==> src/rtl/ocs_pkg.sv <==
package ocs_pkg;

    localparam int KIND_W    = 2;
    localparam int ID_W      = 32;
    localparam int OUT_CNT_W = 5;

    localparam logic [KIND_W-1:0] KIND_OPEN  = 2'd0;
    localparam logic [KIND_W-1:0] KIND_CLOSE = 2'd1;
    localparam logic [KIND_W-1:0] KIND_QUERY = 2'd2;

    localparam logic [ID_W-1:0] CONTROL_CHANNEL = 32'd0;

    typedef struct packed {
        logic load;
        logic scan;
        logic commit;
    } t_cmd;

    typedef struct packed {
        logic scan_last;
    } t_status;

endpackage

==> src/rtl/ocs_ctrl.sv <==
module ocs_ctrl (
    input  logic            i_clk,
    input  logic            i_rst_n,
    input  logic            start,
    output logic            busy,
    output ocs_pkg::t_cmd   o_cmd,
    input  ocs_pkg::t_status i_status
);
    import ocs_pkg::*;

    typedef enum logic [3:0] {
        S_IDLE   = 4'b0001,
        S_SCAN   = 4'b0010,
        S_DRAIN  = 4'b0100,
        S_COMMIT = 4'b1000
    } t_state;

    t_state r_state;
    t_state n_state;

    always_comb begin
        n_state = r_state;
        o_cmd   = '0;
        unique case (r_state)
            S_IDLE: begin
                if (start) begin
                    o_cmd.load = 1'b1;
                    n_state    = S_SCAN;
                end
            end
            S_SCAN: begin
                o_cmd.scan = 1'b1;
                if (i_status.scan_last) begin
                    n_state = S_DRAIN;
                end
            end
            S_DRAIN: begin
                n_state = S_COMMIT;
            end
            S_COMMIT: begin
                o_cmd.commit = 1'b1;
                n_state      = S_IDLE;
            end
            default: begin
                n_state = S_IDLE;
            end
        endcase
    end

    always_ff @(posedge i_clk) begin
        if (!i_rst_n) begin
            r_state <= S_IDLE;
        end else begin
            r_state <= n_state;
        end
    end

    assign busy = (r_state != S_IDLE);

endmodule

==> src/rtl/ocs_datapath.sv <==
module ocs_datapath #(
    parameter int MAX_OPEN = 16
) (
    input  logic                               i_clk,
    input  logic                               i_rst_n,
    input  ocs_pkg::t_cmd                      i_cmd,
    output ocs_pkg::t_status                   o_status,
    input  logic [ocs_pkg::KIND_W-1:0]         i_kind,
    input  logic [ocs_pkg::ID_W-1:0]           i_channel_id,
    output logic                               o_done,
    output logic                               o_ok,
    output logic [ocs_pkg::OUT_CNT_W-1:0]      o_open_count
);
    import ocs_pkg::*;

    localparam int IDX_W = (MAX_OPEN > 1) ? $clog2(MAX_OPEN) : 1;
    localparam int CNT_W = $clog2(MAX_OPEN + 1);

    logic [ID_W-1:0]     r_mem [0:MAX_OPEN-1];
    logic [MAX_OPEN-1:0] r_valid;
    logic [CNT_W-1:0]    r_count;
    logic [CNT_W-1:0]    n_count;

    logic [KIND_W-1:0]   r_kind;
    logic [ID_W-1:0]     r_id;
    logic [IDX_W-1:0]    r_idx;

    logic [ID_W-1:0]     r_rd_data;
    logic                r_rd_vld;
    logic [IDX_W-1:0]    r_rd_idx;
    logic                r_cmp_go;

    logic                r_found;
    logic [IDX_W-1:0]    r_found_idx;
    logic                r_free_found;
    logic [IDX_W-1:0]    r_free_idx;

    logic                r_done;
    logic                r_ok;
    logic [OUT_CNT_W-1:0] r_out_cnt;

    logic                n_ok;
    logic                do_open;
    logic                do_close;

    assign o_status.scan_last = (r_idx == IDX_W'(MAX_OPEN - 1));

    // result of the item at commit
    always_comb begin
        n_ok     = 1'b0;
        do_open  = 1'b0;
        do_close = 1'b0;
        n_count  = r_count;
        case (r_kind)
            KIND_OPEN: begin
                do_open = (r_id != CONTROL_CHANNEL) && (r_count < CNT_W'(MAX_OPEN))
                          && !r_found && r_free_found;
                n_ok    = do_open;
                if (do_open) begin
                    n_count = CNT_W'(r_count + 1'b1);
                end
            end
            KIND_CLOSE: begin
                do_close = r_found;
                n_ok     = r_found;
                if (r_found) begin
                    n_count = CNT_W'(r_count - 1'b1);
                end
            end
            KIND_QUERY: begin
                n_ok = r_found;
            end
            default: begin
                n_ok = 1'b0;
            end
        endcase
    end

    // id memory: one read per scan cycle, one write at commit
    always_ff @(posedge i_clk) begin
        if (i_cmd.commit && do_open) begin
            r_mem[r_free_idx] <= r_id;
        end
        r_rd_data <= r_mem[r_idx];
    end

    always_ff @(posedge i_clk) begin
        if (i_cmd.load) begin
            r_kind <= i_kind;
            r_id   <= i_channel_id;
        end
        r_rd_vld <= r_valid[r_idx];
        r_rd_idx <= r_idx;
        if (i_cmd.load) begin
            r_idx <= '0;
        end else if (i_cmd.scan && !o_status.scan_last) begin
            r_idx <= IDX_W'(r_idx + 1'b1);
        end
        if (i_cmd.load) begin
            r_found_idx <= '0;
            r_free_idx  <= '0;
        end else begin
            if (r_cmp_go && r_rd_vld && (r_rd_data == r_id) && !r_found) begin
                r_found_idx <= r_rd_idx;
            end
            if (i_cmd.scan && !r_valid[r_idx] && !r_free_found) begin
                r_free_idx <= r_idx;
            end
        end
        r_ok      <= n_ok;
        r_out_cnt <= OUT_CNT_W'(n_count);
    end

    always_ff @(posedge i_clk) begin
        if (!i_rst_n) begin
            r_valid      <= '0;
            r_count      <= '0;
            r_cmp_go     <= 1'b0;
            r_found      <= 1'b0;
            r_free_found <= 1'b0;
            r_done       <= 1'b0;
        end else begin
            r_cmp_go <= i_cmd.scan;
            r_done   <= i_cmd.commit;
            if (i_cmd.load) begin
                r_found      <= 1'b0;
                r_free_found <= 1'b0;
            end else begin
                if (r_cmp_go && r_rd_vld && (r_rd_data == r_id)) begin
                    r_found <= 1'b1;
                end
                if (i_cmd.scan && !r_valid[r_idx]) begin
                    r_free_found <= 1'b1;
                end
            end
            if (i_cmd.commit) begin
                r_count <= n_count;
                if (do_open) begin
                    r_valid[r_free_idx] <= 1'b1;
                end
                if (do_close) begin
                    r_valid[r_found_idx] <= 1'b0;
                end
            end
        end
    end

    assign o_done       = r_done;
    assign o_ok         = r_ok;
    assign o_open_count = r_out_cnt;

endmodule

==> src/rtl/open_channel_set_unit.sv <==
// a new item is taken only while the unit is idle (busy low); the slot scan reads
//   one entry of the id memory per cycle, then the drain state ends the last compare
//   and the commit state updates the set; o_done is registered from the commit state
// reset: synchronous, clears valid bits, open count and control; id memory is not cleared
// results are shown for one cycle under o_done; the receiver cannot stall
module open_channel_set_unit #(
    parameter int MAX_OPEN = 16
) (
    input  logic                          i_clk,
    input  logic                          i_rst_n,
    input  logic                          start,
    output logic                          busy,
    input  logic [ocs_pkg::KIND_W-1:0]    i_kind,
    input  logic [ocs_pkg::ID_W-1:0]      i_channel_id,
    output logic                          o_done,
    output logic                          o_ok,
    output logic [ocs_pkg::OUT_CNT_W-1:0] o_open_count
);
    import ocs_pkg::*;

    t_cmd    cmd;
    t_status status;

    ocs_ctrl u_ctrl (
        .i_clk    (i_clk),
        .i_rst_n  (i_rst_n),
        .start    (start),
        .busy     (busy),
        .o_cmd    (cmd),
        .i_status (status)
    );

    ocs_datapath #(
        .MAX_OPEN (MAX_OPEN)
    ) u_datapath (
        .i_clk        (i_clk),
        .i_rst_n      (i_rst_n),
        .i_cmd        (cmd),
        .o_status     (status),
        .i_kind       (i_kind),
        .i_channel_id (i_channel_id),
        .o_done       (o_done),
        .o_ok         (o_ok),
        .o_open_count (o_open_count)
    );

endmodule

==> config.mk <==
export PLATFORM = sky130hd
export DESIGN_NAME = open_channel_set_unit
export DESIGN_NICKNAME = d
export VERILOG_FILES = /design/src/rtl/ocs_pkg.sv /design/src/rtl/ocs_ctrl.sv /design/src/rtl/ocs_datapath.sv /design/src/rtl/open_channel_set_unit.sv
export SDC_FILE = /design/constraint.sdc
export NUM_CORES = 1
export LEC_CHECK = 0
export BUFFER_PORTS_ARGS = -buffer_cell sky130_fd_sc_hd__buf_4
export CORE_MARGIN = 2
export CORE_UTILIZATION = 40
export CTS_BUF_LIST = sky130_fd_sc_hd__clkbuf_4 sky130_fd_sc_hd__clkbuf_8 sky130_fd_sc_hd__clkbuf_16
export DETAILED_ROUTE_END_ITERATION = 12
export PLACE_DENSITY = 0.52
export SLEW_MARGIN = 20
export SYNTH_ARGS = -nofsm -noshare
export SYNTH_HDL_FRONTEND = slang
export SYNTH_SLANG_ARGS = --single-unit
==> constraint.sdc <==
create_clock -name i_clk -period 15.26 [get_ports i_clk]
set_clock_uncertainty 0.2 [all_clocks]
set_input_delay 0.763 -clock i_clk [delete_from_list [all_inputs] [get_ports i_clk]]
set_output_delay 0.763 -clock i_clk [all_outputs]
set_load 0.005 [all_outputs]
* Word-level counts from Yosys, hierarchy flattened *
Memories as Yosys holds them, arrays and structs flattened. A register that Yosys moved wholly into a read port is not among the register bits.
Index checks and enable logic that the tools add are counted.

cells by class
  equal/unequal tests = 11
  multiplexer cells = 25
  $lt $le $gt $ge = 6
  $add $sub $neg = 3
  reductions and logical operators = 21
  bitwise operators = 4

operators by type and width
  kind                                                               number
  2-to-1 mux 16 bit                                                  4
  equality test 32 bit                                               1
  nonzero test 32 bit                                                1
  bitwise AND 16 bit                                                 1
  inverter 16 bit                                                    1
  OR 16 bit                                                          1
  < comparator 4 x 5 -> 1 bit, second input constant                 3
  logical AND 1 bit                                                  12
  case mux 4 bit (3 select lines)                                    1
  2-to-1 mux 1 bit                                                   11
  2-to-1 mux 5 bit                                                   2
  case mux 5 bit (2 select lines)                                    1
  demux 1 bit (select 4 bit)                                         2
  equality test 4 bit, second input constant                         2
  greater-or-equal comparator 4 x 1 -> 1 bit, second input constant  2
  2-to-1 mux 4 bit                                                   2
  adder 5 x 1 -> 5 bit, second input constant                        1
  < comparator 5 bit, second input constant                          1
  subtractor 5 x 1 -> 5 bit, second input constant                   1
  adder 4 x 1 -> 4 bit, second input constant                        1
  binary-select mux 1 bit (select 4 bit)                             1
  equality test 4 x 1 -> 1 bit, second input constant                1
  equality test 4 x 2 -> 1 bit, second input constant                1
  equality test 4 x 3 -> 1 bit, second input constant                1
  11 further kinds                                                   15

storage, ports and cells
  flip-flop bits (word level) = 86
  memory bits (writable) = 512
  memories kept = 1
  bits of input ports = 37
  logic and storage cells = 87

memory list
  name              words  width  read ports  clocked after memory_dff  wr ports  RTL line            source
  u_datapath.r_mem  16     32     1           1                         1         ocs_datapath.sv:19  logic [ID_W-1:0] r_mem [0:MAX_OPEN-1];

* Longest topological paths before layout *
  depth after elaboration = 10
  gate-level depth with buffers = 9

* Modules after synthesis *
Synthesis repeated with hierarchy kept, for this count alone.

unflattened totals
  cells, all modules = 1118
  area total of the unflattened synthesis = 23885.4 µm²

by module, submodules not included
  module        cells each  instances  area each (µm²)  seq. area each (µm²)
  ocs_datapath  1099        1          23680.2          17997.3
  ocs_ctrl      19          1          205.2            80.1

* Least setup slack after synthesis *
No wires, ideal clock.

  kind = flip-flop to flip-flop
  start = register u_datapath.r_id[24]
  end = register u_datapath.r_valid[0]
  slack = 9.847 ns
  clock period less this slack = 5.413 ns
  stages on the path, launching flop included = 8
  data arrival time = 5.138 ns
  path through = edfxtp_1 -> nor4_1 -> nand4_1 -> o211a_2 -> or3b_1 -> clkbuf_1 -> nor4_1 -> o221a_1

between the ends
  word-level cells in the longest chain between the ends = 10

ends and longest elaborated chain
  item                                 RTL line             source
  start, declared                      ocs_datapath.sv:25   logic [ID_W-1:0] r_id;
  start signal, assigned               ocs_datapath.sv:90   r_id <= i_channel_id;
  nonzero test 32 bit *                ocs_datapath.sv:56   do_open = (r_id != CONTROL_CHANNEL) && (r_count < CNT_W'(MAX_OPEN))
  logical AND 1 bit *                  ocs_datapath.sv:56
  logical AND 1 bit * (2 in a row)     ocs_datapath.sv:57   && !r_found && r_free_found;
  2-to-1 mux 1 bit *                   ocs_datapath.sv:54   case (r_kind)
  2-to-1 mux 16 bit *                  ocs_datapath.sv:138  if (do_open) begin
  2-to-1 mux 16 bit *                  ocs_datapath.sv:136  if (i_cmd.commit) begin
  2-to-1 mux 16 bit *                  ocs_datapath.sv:115  if (!i_rst_n) begin
  bitwise AND 16 bit (no source line)  n/a
  2-to-1 mux 16 bit *                  ocs_datapath.sv:141  if (do_close) begin
  end signal, assigned                 ocs_datapath.sv:116  r_valid <= '0;
  end signal, assigned by index        ocs_datapath.sv:139  r_valid[r_free_idx] <= 1'b1;
  end signal, assigned by index        ocs_datapath.sv:142  r_valid[r_found_idx] <= 1'b0;
  end, declared                        ocs_datapath.sv:20   logic [MAX_OPEN-1:0] r_valid;

Mark *: on every way between the ends. The rest lies on a longest branch, timed or not. The select of a mux whose other input is x is not followed.
A chain may end at the register's enable or synchronous reset.

* Worst setup path after layout *
  start = register u_datapath.r_id[7]
  end = memory u_datapath.r_mem[7][14], enable pin

between the ends
  word-level cells in the longest chain between the ends = 8

ends and longest elaborated chain
  item                                    RTL line            source
  nonzero test 32 bit                     ocs_datapath.sv:56
  logical AND 1 bit                       ocs_datapath.sv:56
  logical AND 1 bit (2 in a row)          ocs_datapath.sv:57
  2-to-1 mux 1 bit                        ocs_datapath.sv:54
  logical AND 1 bit                       ocs_datapath.sv:81  if (i_cmd.commit && do_open) begin
  2-to-1 mux 1 bit                        ocs_datapath.sv:81
  2-to-1 mux 1 bit (not written as such)  ocs_datapath.sv:82  r_mem[r_free_idx] <= r_id;
  end, declared                           ocs_datapath.sv:19

Every way passes these cells.

==> run summary <==
The run finished with clean final reports. No sink is reached through more buffers than the 3 on the longest clock path. The largest driver fanout on the critical path is 18. The detailed-routing iteration count for the pre-antenna-repair pass came out at 5. Input and output buffers added on the ports amount to 44.

Counting the fill cells in the layout gives 4895. The total clock sinks is 630. The die boundary height came out at 247 um. The highest cell delay on the worst timing path came out at 0.94 ns. In this run the worst hold path is classified as input port to register. The count of antenna-violating nets left after detailed routing came out at 0. The region available for standard cell placement spans 58700 um^2. In this run the critical register-to-register path is captured at u_datapath.r_mem[7][14]. The number of synthesized flops with an enable pin is 546. The H-tree was split into 3 levels.

The cell area that synthesis handed to floorplanning was 23600 um^2. The clock latency on the worst-skew pair is 0.59 ns. The most common cell after layout, fill and taps aside is edfxtp_1. The routed layout has 10898 vias. In this run the critical register-to-register path is launched from u_datapath.r_id[7]. In the final layout, the multi-input gates occupy 5380 um^2.

Walking the worst path, the cells encountered are nor4_1, nand4_1, o211a_2, nand4_1, nor2_4, buf_4. Across the VDD grid, the largest voltage drop is 0.0779 mV. The sequential area share after synthesis is 76.6%. The endpoint kind of the worst setup timing path is a register. The width of the die came out at 247 um. The HPWL after detailed placement is 28800 um.

The number of standard cells after synthesis is 1082. 0 antenna diodes ended up in the layout. The clock slew at the register clock pins of the worst setup and hold paths came out at 0.06 ns. The final-report setup violation count is 0.

The worst reg-to-reg path cell count is 6. Once layout is complete, the cells apart from fillers number 1996. The starting density of the core came out at 40.2%.

The critical path data arrival time came out at 4.26 ns. The placer congestion estimate is 0.706. After clock tree synthesis, the flow added hold-fix buffers numbering 0. Setup repair after global routing left no endpoint under its margin. The worst pin sits at a relative slew slack of 29.8%.

The portion of the clock cycle consumed by the worst path in the final layout came out at 27.6%. The standby leakage power is 8.45 nW. The sequential standard cell area came out at 18100 um^2. Counting distinct cell types in the post-synthesis netlist gives 54. Among all flip-flop cells after synthesis, the most frequent one is edfxtp_1. The final sum of negative setup slack is 0 ns. In the routed design, unresolved DRC markers number 0. The number of antenna violations at the first check in global routing is 0. The top cell types in the final layout, fill and taps aside, are edfxtp_1, mux4_2, dfxtp_1. The share of cells above drive strength 1 is 30.6%. The overall power after layout came out at 3.67 mW. The share of synthesized registers carrying an async set or reset is 0%. TritonCTS created 68 clock buffers. For this run, the share of the core covered by cells in the final layout is 46.4%. The number of rows in the core area is 89. The number of pins with negative max-slew slack in the final report came out at 0. The minimum setup slack among reg-to-reg paths is 11.05 ns. STA classifies the critical path startpoint as a register. TritonCTS built the clock tree.

The highest attainable clock frequency is 238 MHz. At the end of the flow, the number of nets in the layout was 1214. In this run, post-CTS repair resized a total of 0 instances. The post-detailed-route wirelength per cell came out at 27.3 um. The buffer count from post-CTS setup fixing came out at 0. Counting flops and latches in the post-synthesis netlist gives 630. The combined global-route utilization of all metal layers is 18.5%. The via count of the first global-routing pass came out at 11537. The number of nets handed over by synthesis was 1125. The required time at the endpoint of the critical path came out at 15.31 ns. The worst hold path begins at i_kind[1]. The overall overflow remaining after global route is 0.

For hold timing, the worst endpoint is u_datapath.r_kind[1]. The max-capacitance violation count came out at 0. During synthesis, Yosys emitted a total of 0 warnings.

The power per cell area is 135 nW/um^2. The time the final worst path needs with I/O delays and setup is 4.21 ns. The floorplan step defined a die boundary enclosing 61000 um^2. The ratio of routed vias to standard cells came out at 5.46. The worst hold path stage count came out at 1. On the final layout, the worst hold slack is 0.147 ns. The transition at the pin with the smallest max-transition slack is 1.05 ns. The cell with the most instances on the worst path is nand4_1. The area growth from synthesis to layout came out at 15.4%. The top-level I/O count is 45. The final-report hold violation count is 0. The first global-routing pass estimated 80000 um of wire. The DRC violation total after the first TritonRoute iteration is 925.

Wires add up to 54600 um. The mean post-synth cell area came out at 21.8 um^2. In this run the clock root is driven by a clkbuf_16. The number of cells after detailed placement came out at 1874. The largest individual stage delay along the critical path comes from the cell nor2_4. Entering global routing, the biggest net connects 106 pins. The setup path with the least slack is of type register to register.
[kinds of logic (layout without fill, tap and decap cells)]
| family | after synthesis | count (layout) | share of synthesized area [%] |
|---|---|---|---|
| compound gates | 51 | 51 | 1.85 |
| xor+xnor | 32 | 32 | 1.19 |
| fa+ha+maj | 6 | 6 | 0.318 |
| buf+inv | 62 | 203 | 1.14 |
| flops | 630 | 630 | 76.6 |
| mux | 176 | 176 | 16.2 |
| simple gates | 125 | 125 | 2.80 |
[Yosys cell counts (10+ instances only)]
| cell type | count | area share (%) |
|---|---|---|
| dfxtp_1 | 84 | 7.1 |
| o221a_1 | 16 | 0.76 |
| buf_1 | 10 | 0.16 |
| nand4_1 | 10 | 0.26 |
| clkbuf_1 | 21 | 0.33 |
| edfxtp_1 | 546 | 69 |
| nor2_1 | 42 | 0.67 |
| mux2i_1 | 12 | 0.51 |
| nand2_1 | 12 | 0.19 |
| xor2_1 | 27 | 1.0 |
| mux4_2 | 160 | 15 |
| nor4_1 | 16 | 0.42 |
| inv_1 | 10 | 0.16 |
| buf_2 | 17 | 0.36 |
| nor3_1 | 13 | 0.28 |
[cell type report]
type | instances | share of cell area (%)
timing repair buffer | 70 | 1.97
sequential | 630 | 66.4
multi-input combinational | 390 | 19.7
inverter | 11 | 0.152
clock inverter | 30 | 1.04
tap | 773 | 3.55
clock buffer | 92 | 7.17
[flip-flops by register name (all words and copies together) (netlist names), 2 cells and up]
register,cells
u_datapath.r_valid,16
u_datapath.r_rd_idx,4
u_datapath.r_count,5
u_datapath.r_found_idx,4
u_datapath.r_rd_data,32
u_datapath.r_idx,4
u_datapath.r_free_idx,4
u_datapath.r_kind,2
u_ctrl.r_state,4
u_datapath.r_id,32
u_datapath.o_open_count,5
u_datapath.r_mem,512
[how the worst max path moves through the flow]
stage,startpoint,cells after the start,slack [ns],endpoint
after global routing,u_datapath.r_id[7],6,10.77,u_datapath.r_mem[7][14]
after CTS,u_datapath.r_id[7],6,10.95,u_datapath.r_mem[7][14]
after global placement,u_datapath.r_id[7],6,11.01,u_datapath.r_mem[7][14]
final,u_datapath.r_id[7],6,11.05,u_datapath.r_mem[7][14]
after floorplan,u_datapath.r_id[24],7,9.85,u_datapath.r_valid[0]
after detailed placement,u_datapath.r_id[7],6,10.95,u_datapath.r_mem[7][12]
[power by group]
group / internal, mW / switching (mW) / leakage, nW
combinational: 0.0527 / 0.0519 / 1.72
sequential: 1.89 / 0.0338 / 5.62
clock: 0.984 / 0.652 / 1.12
[worst max-delay path: cells and delay by family (launching register included)]
family / cells / cell delay, ns
AO/OA/AOI/OAI: 1 / 0.34
buffers and inverters: 1 / 0.46
flip-flops: 1 / 0.74
AND/OR/NAND/NOR: 4 / 2.10
[routing by layer]
layer	global-route usage [%]	wire [um]	vias up
li1	-	-	4716
met3	3.21	2500	66
met1	25.9	24200	5855
met5	0	0	-
met4	5.85	1180	0
met2	29.8	26600	261
[through the flow]
step | worst slack, ns | area (um^2)
floorplan | 9.85 | 23600
global placement | 11.01 | 25000
detailed placement | 10.95 | 25000
CTS | 10.95 | 27200
global route | 10.77 | 27200
finish | 11.05 | 27200
(Power assumes the default switching activity.)
